<file path="src/rtl/core/prtbc_pkg.sv">
// ----------------------------------------------------------------------------
// prtbc_pkg
// Shared constants, codes and types of the pre-trigger ring and triple-buffer
// capture unit.
// ----------------------------------------------------------------------------
package prtbc_pkg;

   localparam int RING_DEPTH   = 256;
   localparam int BUFFER_DEPTH = 512;
   localparam int NUM_BUFFERS  = 3;
   localparam int SAMPLE_BITS  = 12;
   localparam int RING_AW      = $clog2(RING_DEPTH);
   localparam int BUF_AW       = $clog2(BUFFER_DEPTH);
   localparam int SEL_W        = 2;
   localparam int CAP_AW       = SEL_W + BUF_AW;
   localparam int FILL_W       = 10;
   localparam int COUNT_W      = 16;
   localparam int FLAG_W       = 4;
   localparam int DONE_BIT     = 3;
   localparam int OP_W         = 3;
   localparam int BANK_W       = 3;
   localparam int INDEX_W      = 9;
   localparam int REQ_DATA_W   = 40;
   localparam int RSP_DATA_W   = 40;
   localparam int QUEUE_DEPTH  = 2;
   localparam int QUEUE_AW     = 1;

   localparam logic [COUNT_W-1:0] CAPTURE_LENGTH_RESET = 16'd1250;

   localparam logic [OP_W-1:0] OP_SAMPLE    = 3'd0;
   localparam logic [OP_W-1:0] OP_ARM_CLOSE = 3'd1;
   localparam logic [OP_W-1:0] OP_ARM_OPEN  = 3'd2;
   localparam logic [OP_W-1:0] OP_ACK       = 3'd3;
   localparam logic [OP_W-1:0] OP_READ      = 3'd4;

   localparam logic [BANK_W-1:0] BANK_RING_A = 3'd0;
   localparam logic [BANK_W-1:0] BANK_RING_B = 3'd1;
   localparam logic [BANK_W-1:0] BANK_BUF0   = 3'd2;
   localparam logic [BANK_W-1:0] BANK_BUF2   = 3'd4;

   typedef enum logic [2:0] {
      KIND_SAMPLE,
      KIND_ARM_CLOSE,
      KIND_ARM_OPEN,
      KIND_ACK,
      KIND_READ,
      KIND_STATUS
   } kind_type;

   typedef enum logic [1:0] {
      SRC_ZERO,
      SRC_RING_A,
      SRC_RING_B,
      SRC_CAPTURE
   } src_type;

   typedef struct packed {
      logic [INDEX_W-1:0]     read_index;
      logic [BANK_W-1:0]      read_bank;
      logic [FLAG_W-1:0]      ack_mask;
      logic [SAMPLE_BITS-1:0] sample_b;
      logic [SAMPLE_BITS-1:0] sample_a;
   } req_fields_type;

   typedef struct packed {
      logic [1:0]             pad;
      logic [RING_AW-1:0]     ring_position;
      logic [FILL_W-1:0]      buffer_fill;
      logic [SEL_W-1:0]       active_buffer;
      logic                   capture_channel;
      logic                   capturing;
      logic [FLAG_W-1:0]      ready_flags;
      logic [SAMPLE_BITS-1:0] read_data;
   } result_type;

   typedef struct packed {
      kind_type               kind;
      logic [SAMPLE_BITS-1:0] sample_a;
      logic [SAMPLE_BITS-1:0] sample_b;
      logic [FLAG_W-1:0]      ack_mask;
      src_type                src;
      logic [SEL_W-1:0]       cap_buf;
      logic [INDEX_W-1:0]     read_index;
   } cmd_type;

   typedef struct packed {
      logic full;
      logic empty;
   } queue_status_type;

endpackage

</file>
<file path="src/rtl/core/prtbc_queue.sv">
// ----------------------------------------------------------------------------
// prtbc_queue
// Short command queue between the request intake and the execution stage.
// ----------------------------------------------------------------------------
module prtbc_queue import prtbc_pkg::*; (
   input  logic             clock,
   input  logic             reset,
   input  logic             push,
   input  cmd_type          push_cmd,
   input  logic             pop,
   output cmd_type          pop_cmd,
   output queue_status_type stat
);

   cmd_type               entry_ff [QUEUE_DEPTH];
   logic [QUEUE_AW-1:0]   wr_ptr_ff, wr_ptr_in;
   logic [QUEUE_AW-1:0]   rd_ptr_ff, rd_ptr_in;
   logic [QUEUE_AW:0]     cnt_ff, cnt_in;

   assign stat.full  = (cnt_ff == (QUEUE_AW+1)'(QUEUE_DEPTH));
   assign stat.empty = (cnt_ff == '0);
   assign pop_cmd    = entry_ff[rd_ptr_ff];

   always_comb begin
      wr_ptr_in = push ? wr_ptr_ff + QUEUE_AW'(1) : wr_ptr_ff;
      rd_ptr_in = pop  ? rd_ptr_ff + QUEUE_AW'(1) : rd_ptr_ff;
      unique case ({push, pop})
         2'b10:   cnt_in = cnt_ff + (QUEUE_AW+1)'(1);
         2'b01:   cnt_in = cnt_ff - (QUEUE_AW+1)'(1);
         default: cnt_in = cnt_ff;
      endcase
   end

   always_ff @(posedge clock) begin
      if (reset) begin
         wr_ptr_ff <= '0;
         rd_ptr_ff <= '0;
         cnt_ff    <= '0;
      end else begin
         wr_ptr_ff <= wr_ptr_in;
         rd_ptr_ff <= rd_ptr_in;
         cnt_ff    <= cnt_in;
      end
   end

   always_ff @(posedge clock) begin
      if (push) begin
         entry_ff[wr_ptr_ff] <= push_cmd;
      end
   end

endmodule

</file>
<file path="config.mk">
export PLATFORM = sky130hd
export DESIGN_NAME = prtbc_queue
export DESIGN_NICKNAME = d
export VERILOG_FILES = /design/src/rtl/core/prtbc_pkg.sv /design/src/rtl/core/prtbc_queue.sv
export SDC_FILE = /design/constraint.sdc
export NUM_CORES = 1
export LEC_CHECK = 0
export BUFFER_PORTS_ARGS = -buffer_cell sky130_fd_sc_hd__buf_2
export CAP_MARGIN = 10
export CORE_MARGIN = 2
export CORE_UTILIZATION = 39
export DETAILED_ROUTE_END_ITERATION = 12
export GPL_ROUTABILITY_DRIVEN = 0
export PLACE_DENSITY = 0.64
export SKIP_CTS_REPAIR_TIMING = 1
export SYNTH_ARGS = -nofsm -noshare
export SYNTH_HDL_FRONTEND = slang
export SYNTH_SLANG_ARGS = --single-unit
</file>
<file path="constraint.sdc">
create_clock -name clock -period 8.88 [get_ports clock]
set_input_delay 2.22 -clock clock [delete_from_list [all_inputs] [get_ports clock]]
set_output_delay 2.22 -clock clock [all_outputs]
set_load 0.05 [all_outputs]
</file>
Yosys cells after proc, flatten, opt, wreduce, memory -nomap -nowiden
Memory sizes are Yosys's and may differ from the RTL's. A register that Yosys moved wholly into a read port is not among the register bits.
Index checks and enable logic that the tools add are counted.
{ "op_classes": {"addsub": 4, "n_eq_ne": 3, "n_mux": 5, "n_reduce_logical": 2} }
{ "op_table": {"columns": ["op", "n"], "rows": [
  ["$eq A2 B2 Y1 const B", 2],
  ["$mux W1", 4],
  ["$pmux W2 S2", 1],
  ["$add A1 B1 Y1 const B", 2],
  ["$add A2 B1 Y2 const B", 1],
  ["$eq A2 B1 Y1 const B", 1],
  ["$logic_not A2 Y1", 1],
  ["$reduce_bool A2 Y1", 1],
  ["$sub A2 B1 Y2 const B", 1]
]} }
{ "word_totals": {"ff_bits": 4, "mem_bits_rw": 88, "inputBits": 48, "wordCells": 18, "n_memories": 1} }
{ "mem_list": {"columns": ["memory", "words", "width", "read_ports", "rd_ports_with_merged_regs", "write_ports", "line", "source"], "rows": [
  ["entry_ff", 2, 44, 1, 1, 1, "prtbc_queue.sv:15", "cmd_type entry_ff [QUEUE_DEPTH];"]
]} }

Depth between registers and ports, before layout
{ "logic_depth": {"ltp_word": 3, "depth_mapped": 5} }

Worst setup path after synthesis
OpenSTA, ideal clock, no wires.
{ "synth_timing": {"path_kind": "input-to-reg", "startpoint": "input port push", "endpoint": "memory entry_ff[0][0] in the netlist's numbering, enable pin", "setup_time_ns": 0.446, "arrival_time_ns": 4.127, "t_required_ns": 8.434, "path_slack_ns": 4.307, "stages": 2, "cell_sequence": "inv_1 nor2_1"} }
{ "synth_via": {"elab_chain_cells": 2} }
{ "synth_rtl": {"columns": ["item", "line", "source"], "rows": [
  ["start: declaration", "prtbc_queue.sv:8", "input logic push,"],
  ["$mux W1", "prtbc_queue.sv:47", "if (push) begin"],
  ["$mux W1 (not written as such)", "prtbc_queue.sv:48", "entry_ff[wr_ptr_ff] <= push_cmd;"],
  ["end: declaration", "prtbc_queue.sv:15", null]
]} }
No other way between the ends.

==> run_results.csv <==
group,metric,value,unit
setup_path,setup.worst_path.end_class,"output pin",
clock_network,clk_pin_slew_worst_paths,0.08,ns
floorplanning,die_h,96.9,µm
cells_and_area,final_cell_mix,"buf_2 (93), edfxtp_1 (88), mux2_2 (44)",
detailed_routing,vias,1730,
clock_network,cts_made_buffers,9,
power_and_ir_drop,leakagePower,1.54,nW
cells_and_area,area_delta_synth_final,22.9,%
setup_path,cp-start-kind,"flip-flop",
power_and_ir_drop,peakVddDrop,90.0,µV
floorplanning,die_w,96.9,µm
setup_path,regToRegSetupSlack,7.17,ns
setup_path,cp_cell_sequence,"mux2_2, buf_2",
setup_path,arrival,2.07,ns
global_route,grt-ovfl-total,0,
cells_and_area,num-fill-cells,710,
setup_path,worst-path-buf-inv,1,
cells_and_area,fin_nets,308,
logic_synthesis,ys_types,14,
logic_synthesis,synth_cells,159,
sta,fmax,0.233,GHz
setup_path,cpLargestDelayFamily,"flip-flops",
sta,finalWorstSetupSlack,4.59,ns
sta,setup_violations,0,
clock_network,cts_root_buf,"clkbuf_8",
sta,maxSlewViolCount,0,
detailed_routing,viasPerCell,4.69,
place,placement.io_buffers,93,
min_path,min_to,"cnt_ff[1]",
sta,min_period,4.29,ns
detailed_routing,first_pass_iters,4,
setup_path,crit_required,6.66,ns
clock_network,tritoncts,"built",
logic_synthesis,yosysSeqAreaShare,81.4,%
sta,setup_tns,0,ns
detailed_routing,finalWirelength,5910,µm
global_route,grt_max_degree,45,
floorplanning,core_area,8300,µm²
floorplanning,initial_core_util,40.6,%
setup_path,cp_max_fo,44,
place,dp_hpwl,3790,µm
logic_synthesis,syn-mean-instance-area,21.2,µm²
detailed_routing,drt_iter0_markers,43,
setup_path,rr_endpoint,"entry_ff[1][42]",
job,maxCapViolations,0,
min_path,whs_path_depth,2,
setup_path,cp_slowest_stage_delay,1.05,ns
floorplanning,num_rows,33,
power_and_ir_drop,total_power,957,µW
cells_and_area,final_core_util,49.9,%
cells_and_area,antenna_cells,0,
sta,relSlewSlack,26.7,%
sta,min_period_over_period,48.3,%
global_route,antenna_found_initial,0,
setup_path,r2r_start,"wr_ptr_ff",
logic_synthesis,synth_area,3370,µm²
floorplanning,ios,94,
min_path,worstHoldStart,"cnt_ff[1]",
detailed_routing,post-route-drc-count,0,
clock_network,clock_sinks,93,
logic_synthesis,ys_warn_count,0,
place,pre_cts_ws,4.91,ns
cells_and_area,drive_above_1_share,58.3,%
sta,worstMarginPinSlew,1.10,ns
global_route,grt_usage,12.7,%
setup_path,path_class,"flip-flop to output pin",
logic_synthesis,synth-seq-cells,93,
min_path,hold_class,"flip-flop to flip-flop",
power_and_ir_drop,power_density,231,nW/µm²
global_route,grt_first_pass_wirelength,9230,µm
detailed_routing,wire_per_inst,16.0,µm
sta,fin_skew,0.00852,ns
logic_synthesis,synth_nets,208,
clock_network,clock_latency,0.34,ns
global_route,grt_pass1_vias,1860,
clock_network,h-tree-depth,3,
setup_path,cp_slowest_cell,"dfxtp_2",
sta,rsz0062_at_grt,"false",
run_status,status,"finished clean",
clock_network,clk_path_buf_depth,2,
sta,hold_violations,0,
floorplanning,dieArea,9400,µm²
cells_and_area,layout_commonest_cell,"buf_2",
setup_path,worstRegToRegCells,1,
detailed_routing,ant_nets,0,
[worst min-delay path: cells and delay by family, from the launching register on]
family	cells	cell delay [ns]
AO/OA/AOI/OAI	2	0.15
flip-flops	1	0.34
[sequential cells by signal, summed over array words and instances, names as in the netlist, named ones only]
signal	cells
entry_ff	88
cnt_ff	2
rd_ptr_ff	1
wr_ptr_ff	1
[through the flow]
| stage | hold slack, ns | area, µm² | cells |
|---|---|---|---|
| floorplan | 0.461 | 3370 | 159 |
| global placement | 0.490 | 3960 | 353 |
| detailed placement | 0.508 | 3960 | 353 |
| CTS | 0.529 | 4140 | 369 |
| global route | 0.558 | 4140 | 369 |
| finish | 0.530 | 4140 | 369 |
[area by class of cell]
type                            count  area [µm²]  share of cell area, %
Inverter                            1        3.75                 0.0907
Tap cell                          105         131                   3.17
Multi-Input combinational cell     60         606                   14.6
Sequential cell                    93        2740                   66.3
Clock buffer                       10         128                   3.08
Clock inverter                      6        53.8                   1.30
Timing Repair Buffer               94         473                   11.4
[cells in the mapped netlist, drive strengths merged]
master	instances	area, µm²
dfxtp	5	100
o21ai	1	5.00
and2	1	6.26
mux2	44	495
buf	5	25.0
or3	1	6.26
nor2	6	22.5
inv	1	3.75
ha	1	12.5
a21oi	1	5.00
xor2	1	8.76
xnor2	3	26.3
edfxtp	88	2640
and2b	1	8.76
[how the worst max path moves through the flow]
stage | endpoint | cells past startpoint
after floorplan | entry_ff[0][0] | 2
after global placement | pop_cmd[33] | 2
after detailed placement | pop_cmd[18] | 2
after CTS | pop_cmd[18] | 2
after global routing | pop_cmd[33] | 2
final | pop_cmd[32] | 2
[per-layer routing]
layer / part of all wire (%) / global-route usage, % / vias to the layer above
met4: 1.1 / 6.07 / 0
met1: 44 / 15.7 / 844
met2: 48 / 20.1 / 64
li1: - / - / 817
met3: 6.6 / 4.19 / 5
met5: 0 / 0 / -
[report_power, final]
group          leakage (nW)  switching (mW)  total (mW)  internal [mW]
Combinational         0.584           0.120       0.169         0.0496
Sequential            0.868          0.0147       0.525          0.510
Clock                0.0888           0.136       0.263          0.127
[cells by family after synthesis]
kind of cell / share of synthesized area [%]
XOR/XNOR: 1.04
flip-flops: 81.4
AO/OA/AOI/OAI: 0.297
multiplexers: 14.7
adder cells (fa/ha/maj): 0.371
buffers and inverters: 0.854
AND/OR/NAND/NOR: 1.30
No activity file was read; power rests on OpenSTA's default activity.
