===== config.mk =====
export PLATFORM = sky130hd
export DESIGN_NAME = prtbc_front
export DESIGN_NICKNAME = d
export VERILOG_FILES = /design/src/rtl/core/prtbc_pkg.sv /design/src/rtl/core/prtbc_front.sv
export SDC_FILE = /design/constraint.sdc
export NUM_CORES = 1
export LEC_CHECK = 0
export BUFFER_PORTS_ARGS = -buffer_cell sky130_fd_sc_hd__buf_2
export CORE_MARGIN = 5
export CORE_UTILIZATION = 21
export DETAILED_ROUTE_END_ITERATION = 6
export GPL_TIMING_DRIVEN = 0
export PLACE_DENSITY = 0.81
export SYNTH_ARGS = -nofsm -noshare
export SYNTH_HDL_FRONTEND = slang
export SYNTH_SLANG_ARGS = --single-unit
export TNS_END_PERCENT = 10

===== constraint.sdc =====
create_clock -name vclk -period 0.8
set_input_delay 0.04 -clock vclk [all_inputs]
set_output_delay 0.04 -clock vclk [all_outputs]
set_load 0.01 [all_outputs]

===== src/rtl/core/prtbc_pkg.sv =====
// ----------------------------------------------------------------------------
// prtbc_pkg
// Shared constants, codes and types of the pre-trigger ring and triple-buffer
// capture unit.
// ----------------------------------------------------------------------------
package prtbc_pkg;

   localparam int RING_DEPTH   = 256;
   localparam int BUFFER_DEPTH = 512;
   localparam int NUM_BUFFERS  = 3;
   localparam int SAMPLE_BITS  = 12;
   localparam int RING_AW      = $clog2(RING_DEPTH);
   localparam int BUF_AW       = $clog2(BUFFER_DEPTH);
   localparam int SEL_W        = 2;
   localparam int CAP_AW       = SEL_W + BUF_AW;
   localparam int FILL_W       = 10;
   localparam int COUNT_W      = 16;
   localparam int FLAG_W       = 4;
   localparam int DONE_BIT     = 3;
   localparam int OP_W         = 3;
   localparam int BANK_W       = 3;
   localparam int INDEX_W      = 9;
   localparam int REQ_DATA_W   = 40;
   localparam int RSP_DATA_W   = 40;
   localparam int QUEUE_DEPTH  = 2;
   localparam int QUEUE_AW     = 1;

   localparam logic [COUNT_W-1:0] CAPTURE_LENGTH_RESET = 16'd1250;

   localparam logic [OP_W-1:0] OP_SAMPLE    = 3'd0;
   localparam logic [OP_W-1:0] OP_ARM_CLOSE = 3'd1;
   localparam logic [OP_W-1:0] OP_ARM_OPEN  = 3'd2;
   localparam logic [OP_W-1:0] OP_ACK       = 3'd3;
   localparam logic [OP_W-1:0] OP_READ      = 3'd4;

   localparam logic [BANK_W-1:0] BANK_RING_A = 3'd0;
   localparam logic [BANK_W-1:0] BANK_RING_B = 3'd1;
   localparam logic [BANK_W-1:0] BANK_BUF0   = 3'd2;
   localparam logic [BANK_W-1:0] BANK_BUF2   = 3'd4;

   typedef enum logic [2:0] {
      KIND_SAMPLE,
      KIND_ARM_CLOSE,
      KIND_ARM_OPEN,
      KIND_ACK,
      KIND_READ,
      KIND_STATUS
   } kind_type;

   typedef enum logic [1:0] {
      SRC_ZERO,
      SRC_RING_A,
      SRC_RING_B,
      SRC_CAPTURE
   } src_type;

   typedef struct packed {
      logic [INDEX_W-1:0]     read_index;
      logic [BANK_W-1:0]      read_bank;
      logic [FLAG_W-1:0]      ack_mask;
      logic [SAMPLE_BITS-1:0] sample_b;
      logic [SAMPLE_BITS-1:0] sample_a;
   } req_fields_type;

   typedef struct packed {
      logic [1:0]             pad;
      logic [RING_AW-1:0]     ring_position;
      logic [FILL_W-1:0]      buffer_fill;
      logic [SEL_W-1:0]       active_buffer;
      logic                   capture_channel;
      logic                   capturing;
      logic [FLAG_W-1:0]      ready_flags;
      logic [SAMPLE_BITS-1:0] read_data;
   } result_type;

   typedef struct packed {
      kind_type               kind;
      logic [SAMPLE_BITS-1:0] sample_a;
      logic [SAMPLE_BITS-1:0] sample_b;
      logic [FLAG_W-1:0]      ack_mask;
      src_type                src;
      logic [SEL_W-1:0]       cap_buf;
      logic [INDEX_W-1:0]     read_index;
   } cmd_type;

   typedef struct packed {
      logic full;
      logic empty;
   } queue_status_type;

endpackage


===== src/rtl/core/prtbc_front.sv =====
// ----------------------------------------------------------------------------
// prtbc_front
// Request intake: decodes the opcode and the read bank into a command for
// the queue.
// ----------------------------------------------------------------------------
module prtbc_front import prtbc_pkg::*; (
   input  logic                  req_tvalid,
   output logic                  req_tready,
   input  logic [REQ_DATA_W-1:0] req_tdata,
   input  logic [OP_W-1:0]       req_tuser,
   input  queue_status_type      q_stat,
   output logic                  q_push,
   output cmd_type               q_cmd
);

   req_fields_type       req;
   kind_type             kind;
   logic [BANK_W-1:0]    bank_off;
   logic                 ring_in_range;
   logic                 buf_in_range;

   assign req        = req_fields_type'(req_tdata);
   assign req_tready = !q_stat.full;
   assign q_push     = req_tvalid && req_tready;

   always_comb begin
      unique case (req_tuser)
         OP_SAMPLE:    kind = KIND_SAMPLE;
         OP_ARM_CLOSE: kind = KIND_ARM_CLOSE;
         OP_ARM_OPEN:  kind = KIND_ARM_OPEN;
         OP_ACK:       kind = KIND_ACK;
         OP_READ:      kind = KIND_READ;
         default:      kind = KIND_STATUS;
      endcase
   end

   assign bank_off      = req.read_bank - BANK_BUF0;
   assign ring_in_range = ({1'b0, req.read_index} < (INDEX_W+1)'(RING_DEPTH));
   assign buf_in_range  = ({1'b0, req.read_index} < (INDEX_W+1)'(BUFFER_DEPTH));

   always_comb begin
      q_cmd.kind       = kind;
      q_cmd.sample_a   = req.sample_a;
      q_cmd.sample_b   = req.sample_b;
      q_cmd.ack_mask   = req.ack_mask;
      q_cmd.cap_buf    = bank_off[SEL_W-1:0];
      q_cmd.read_index = req.read_index;
      priority if (kind != KIND_READ) begin
         q_cmd.src = SRC_ZERO;
      end else if (req.read_bank == BANK_RING_A && ring_in_range) begin
         q_cmd.src = SRC_RING_A;
      end else if (req.read_bank == BANK_RING_B && ring_in_range) begin
         q_cmd.src = SRC_RING_B;
      end else if (req.read_bank >= BANK_BUF0 && req.read_bank <= BANK_BUF2
                   && buf_in_range) begin
         q_cmd.src = SRC_CAPTURE;
      end else begin
         q_cmd.src = SRC_ZERO;
      end
   end

endmodule


# --- After elaboration in Yosys (flattened, before gate mapping) ---
# Index checks and enable logic that the tools add are counted.
word_totals:
  ff_bits: 0
  latchBits: 0
  mem_bits_rw: 0
  rom_bits: 0
  input_bits: 46
  out_inout_bits: 46
  word_cells: 22
  mem_count: 0
op_classes:
  n_addsub: 1
  mul: 0
  div_mod_pow: 0
  n_lt_le_gt_ge: 3
  eq_ne: 6
  shift: 0
  n_mux: 5
  bitwise: 0
  n_reduce_logical: 7
ops:
  columns: ["cell", "count"]
  rows:
  - ["one-hot mux 3 bit (5 select lines)", 1]
  - ["< comparator 9 bit (second input constant)", 1]
  - ["two-way mux 2 bit", 4]
  - ["== test 3 x 1 -> 1 bit (second input constant)", 2]
  - ["== test 3 x 2 -> 1 bit (second input constant)", 2]
  - ["logical NOT 3 bit", 2]
  - ["logical AND 1 bit", 4]
  - ["== test 3 bit (second input constant)", 1]
  - ["greater-or-equal comparator 3 x 2 -> 1 bit (second input constant)", 1]
  - ["less-or-equal comparator 3 bit (second input constant)", 1]
  - ["inequality test 3 bit (second input constant)", 1]
  - ["subtractor 2 bit (second input constant)", 1]
  - ["logical NOT 1 bit", 1]

# --- Depth between registers and ports, before layout ---
# Gate-level depths: netlist of the first run.
logic_depth:
  ltp_word: 6
  ltp_mapped: 2
  ltp_nobuf: 2

# --- Worst setup path after synthesis of the first run ---
# No wires, ideal clock.
synth_path:
  path_kind: "in2out"
  startpoint: "input req_tuser[1]"
  endpoint: "output q_cmd[11] in the netlist's numbering"
  arrival_ns: 0.742
  t_required_ns: 0.760
  path_slack_ns: 0.018
  path_stages: 2
  n_path_buf: 0
  path_cell_list: "or3b_1 -> a211oi_1"
synth_rtl:
  columns: ["element", "line", "text"]
  rows:
  - ["start: declaration", "prtbc_front.sv:10", "input logic [OP_W-1:0] req_tuser,"]
  - ["end: declaration", "prtbc_front.sv:13", "output cmd_type q_cmd"]

==> metrics.md, run 1 <==
| Metric | Value |
|---|---|
| Die Y | 52.14 um |
| Failing checks | setup timing |
| Vias in the first global route | between 400 and 500 |
| Vias | 473 |
| Initial drt markers | 0 |
| Sequential area share after synthesis | 0 |
| Final Hold Fails | 0 |
| Row count | 15 |
| Share of cells above drive strength 1 | 0.9340 |
| Period utilisation layout | 1.107 |
| N_diodes | 0 |
| Util after Layout | 0.4125 |
| Pwr per Cell Area | around 550 nW/um^2 |
| Crit path required time | roughly 0.76 ns |
| Wirelength per Cell | 10.00 um |
| Seq. cell area | 0 um^2 |
| First-pass GRT wire length | roughly 1800 um |
| Synth top area share | 0.7651 |
| Max Clk Rate | 1129 MHz |
| Slowest cell on crit path | or3b_4 |
| PortBufs | 55 |
| CP Capture Type | output pin |
| Clock buffers | 0 |
| Fin Setup TNS | -0.1550 ns |
| Die area | 2718 um^2 |
| Largest net degree at the start of global routing | 5 |
| Worst Path Max Fanout | 3 |
| Synthesized instance count | 51 |
| Critical path class | in2out |
| Cell taking the most area after synthesis | buf_4 |
| Synthesized area | 372.9 um^2 |
| Pre-antenna DRT Iters | 1 |
| Largest cells by area after synthesis | buf_4, a211oi_1, a21o_2 |
| GRT Total Usage | 0.07920 |
| FF+latch count | 0 |
| Commonest cells post-synth | buf_4, a211oi_1, inv_1 |
| Largest vdd supply drop | 226.9 uV |
| Synth warn | 0 |
| Max-cap violations | 0 |
| Vias per cell | 3.611 |
| Final setup vio count | 2 |
| Postcts setup bufs | 0 |
| DRT Wirelength | 1310 um |
| Antenna viol nets, final | 0 |
| CP Depth | 4 |
| Initial antenna violation count | 0 |
| Final HPWL DP | 1205 um |
| Global placer's final weighted congestion | 0.5284 |
| Most frequent cell after synthesis | buf_4 |
| Worst path arrival time | approximately 0.85 ns |
| Worst min path class | in2out |
| Final #Nets | 154 |
| Area of the multi-input gates | 83.83 um^2 |
| DR DRC count | 0 |
| Total grt overflow | 0 |
| Fillers | 170 |
| Crit-path max cell delay | about 0.4 ns |
| Status | finished with violations |
| Cell family with most CP delay | simple AND/OR/NAND/NOR gates |
| Slew margin rel. | 0.8591 |
| CP startpoint kind | input port |
| Worst path cell trace | buf_6 -> or3b_4 -> a211oi_2 -> buf_2 |
| Hold path depth | 2 |
| Slew Viols, Final | 0 |
| Syn nets | 97 |
| Initial core utilization | 0.2183 |
| Final worst path period need | 0.8856 ns |
| Yosys cell types | 12 |
| Mapped Avg Cell Area | 7.311 um^2 |
| Pin slew with the least headroom to its limit | 0.2106 ns |
| Io pins | 92 |
| Die width | 52.14 um |
| CP Buf/Inv Count | 2 |
| P_leak | 0.4523 nW |
| Core Footprint | 1708 um^2 |
| Worst setup margin | -0.08559 ns |
| RSZ-0062 raised after global routing | yes |
| Synthesis-to-layout area growth | 88.93% |
## routing by layer
| metal | part of all wire | track usage |
|---|---|---|
| met5 | 0 | 0 |
| met3 | 0.20 | 0.02292 |
| met4 | 0 | 0 |
| met1 | 0.29 | 0.08163 |
| met2 | 0.51 | 0.1632 |
## worst paths after layout
check,start,to,slack [ns]
max,req_tuser[1],q_cmd[12],-0.09
min,req_tdata[20],q_cmd[25],0.26
## stage by stage
stage	std cells	setup slack, ns	hold slack, ns	total power [mW]	cell area, um^2
floorplan	51	0.01836	0.1235	0.2329	372.9
finish	131	-0.08559	0.2641	0.3851	704.4
CTS	131	-0.09171	0.2657	0.3880	698.2
detailed placement	131	-0.1717	0.2658	0.3769	679.4
global placement	131	-0.1101	0.2663	0.3702	679.4
global route	131	-0.1227	0.2690	0.4191	704.4
## final cells by class
class                      instances  area share
multi-input combinational         10      0.1190
buffer                            39      0.4174
tap                               25     0.04440
timing repair buffer              55      0.4085
inverter                           2     0.01066
## where the power goes
group / switching [mW] / leakage (nW) / internal [mW]
combinational: 0.150 / 0.452 / 0.235
clock: 0 / 0 / 0
sequential: 0 / 0 / 0
total: 0.150 / 0.452 / 0.235
## placed cells by master (no fill, tap or decap)
cell            n
buf_2          53
buf_4          38
inv_1           2
a211oi_2        2
buf_6           2
dlygate4sd1_1   1
and2b_2         1
nor2b_1         1
a21o_2          1
nor2_1          1
or2_2           1
o21a_1          1
or3b_4          1
nand2b_1        1
## cells by family (layout without fill, tap and decap cells)
group,Yosys count,count (layout),synth area share
and+or+nand+nor,6,6,0.1074
buffers and inverters,41,96,0.8087
AOI/OAI and AO/OA,4,4,0.08389
## timing repair
action | CTS | global route
endpoints found under the setup margin | 2 | 2
gates resized for setup | 4 | 1
hold buffers | 0 | 0
hold endpoints to repair | 0 | 0
(Power assumes the default switching activity.)
==> run 2, diff against run 1 <==
--- a/config.mk
+++ b/config.mk
@@ -7,10 +7,10 @@
 export LEC_CHECK = 0
 export BUFFER_PORTS_ARGS = -buffer_cell sky130_fd_sc_hd__buf_2
 export CORE_MARGIN = 5
-export CORE_UTILIZATION = 21
+export CORE_UTILIZATION = 23
 export DETAILED_ROUTE_END_ITERATION = 6
 export GPL_TIMING_DRIVEN = 0
-export PLACE_DENSITY = 0.81
+export PLACE_DENSITY = 0.85
 export SYNTH_ARGS = -nofsm -noshare
 export SYNTH_HDL_FRONTEND = slang
 export SYNTH_SLANG_ARGS = --single-unit
==> constraint.sdc (replaced) <==
create_clock -name vclk -period 0.89
set_input_delay 0.0445 -clock vclk [all_inputs]
set_output_delay 0.0445 -clock vclk [all_outputs]
set_load 0.01 [all_outputs]
==> metrics.md, run 2 (same netlist as run 1, synthesis figures left out) <==
| Metric | Value |
|---|---|
| Final setup vio count | 2 (unchanged) |
| Slew margin rel. | 0.8906 (+0.03153) |
| Vias per cell | 3.787 (+4.9%) |
| Initial antenna violation count | 0 (unchanged) |
| Pre-CTS setup slack | -0.1241 ns (+0.04759 ns) |
| Clock buffers | 0 (unchanged) |
| Worst setup margin | -0.01334 ns (+0.07225 ns) |
| Commonest non-fill, non-tap cell in the layout | buf_2 |
| Crit path required time | 0.85 ns (+0.09 ns) |
| DRT Wirelength | 1252 um (-4.4%) |
| DR DRC count | 0 (unchanged) |
| Postcts setup bufs | 0 (unchanged) |
| Row count | 14 (-1) |
| Seq. cell area | 0 um^2 (unchanged) |
| P_leak | 0.4516 nW (-0.16%) |
| Final HPWL DP | 1182 um (-1.9%) |
| Design area | 688.2 um^2 (-2.3%) |
| RSZ-0062 raised after global routing | yes |
| Worst path cell trace | buf_6 -> or3b_4 -> a211oi_2 -> buf_2 |
| Slowest cell on crit path | or3b_4 |
| Io pins | 92 (unchanged) |
| Final worst path period need | 0.9033 ns |
| Die Y | 50.27 um (-3.6%) |
| Period utilisation layout | 1.015 |
| Critical path class | in2out |
| Largest vdd supply drop | 251.0 uV (+11%) |
| Total chip power | 342.8 uW (-11%) |
| CP Buf/Inv Count | 2 (unchanged) |
| Failing checks | setup timing |
| Fin Setup TNS | -0.01727 ns (+0.1377 ns) |
| Vias in the first global route | 442 (unchanged) |
| N_diodes | 0 (unchanged) |
| Util after Layout | 0.4516 (+0.03911) |
| Die area | 2527 um^2 (-7.0%) |
| Synthesis-to-layout area growth | 84.56% |
| FF+latch count | 0 (unchanged) |
| Global placer's final weighted congestion | 0.6222 (+18%) |
| Die width | 50.27 um (-3.6%) |
| First-pass GRT wire length | 1869 um (+3.8%) |
| Worst Path Max Fanout | 3 (unchanged) |
| CP startpoint kind | input port |
| Layout Cells excl Fill | 122 (-6.9%) |
| Initial core utilization | 0.2447 (+0.02635) |
| Antenna viol nets, final | 0 (unchanged) |
| Post-cts hold buffer count | 0 (unchanged) |
| Slew Viols, Final | 0 (unchanged) |
| Core Footprint | 1524 um^2 (-11%) |
| CP Capture Type | output pin |
| Largest net degree at the start of global routing | 5 (unchanged) |
| Worst path arrival time | 0.86 ns (about the same) |
| Worst min path class | in2out |
| Crit-path max cell delay | 0.40 ns (about the same) |
| Pwr per Cell Area | 498.2 nW/um^2 (-8.9%) |
| Hold Startpoint | req_tdata[16] |
| Wirelength per Cell | 10.26 um (+2.6%) |
| Cell family with most CP delay | simple AND/OR/NAND/NOR gates |
| Final Hold Fails | 0 (unchanged) |
| Fillers | 146 (-14%) |
| Status | finished with violations |
| Crit path launch | req_tuser[1] |
| Pin slew with the least headroom to its limit | 0.1638 ns (-0.04682 ns) |
| Max-cap violations | 0 (unchanged) |
| Share of cells above drive strength 1 | 0.9245 (-0.009434) |
| PortBufs | 55 (unchanged) |
| Initial drt markers | 1 (+1) |
| Pre-antenna DRT Iters | 4 (+3) |
| Final #Nets | 154 (unchanged) |
| Vias | 462 (-2.3%) |
| GRT Total Usage | 0.08479 (+0.005590) |
| Total grt overflow | 0 (unchanged) |
| Final hold slack | 0.2729 ns (+0.008792 ns) |
| Post_cts resized | 3 (-1) |
| Placed instance count | 122 (-6.9%) |
| Max Clk Rate | 1107 MHz |
| Most frequent cells in the layout | buf_2, buf_4, inv_1, buf_6 |
| Placed Area | 668.1 um^2 (-1.7%) |
run 2: cell type report:
class / count / area [um^2] / share of cell area
Buffer: 39 / 294.0 / 0.4273
Multi-Input combinational cell: 10 / 78.83 / 0.1145
Timing Repair Buffer: 55 / 287.8 / 0.4182
Tap cell: 16 / 20.02 / 0.02909
Inverter: 2 / 7.507 / 0.01091
run 2: routing by layer:
| layer | up-vias | track usage | routed length [um] |
|---|---|---|---|
| met5 | - | 0 | 0 |
| met4 | 0 | 0 | 0 |
| met3 | 0 | 0.01775 | 245 |
| met2 | 48 | 0.1799 | 688 |
| met1 | 183 | 0.08596 | 318 |
| li1 | 231 | - | - |
run 2: path summary, 6_finish.rpt:
path | endpoint | slack (ns) | depth (start not counted)
max | q_cmd[11] | -0.01 | 4
min | q_cmd[21] | 0.27 | 2
run 2: report_power, final:
| group | switching [mW] | internal, mW | total, mW |
|---|---|---|---|
| clock | 0 | 0 | 0 |
| combinational | 0.132 | 0.211 | 0.343 |
| sequential | 0 | 0 | 0 |
| total | 0.132 | 0.211 | 0.343 |
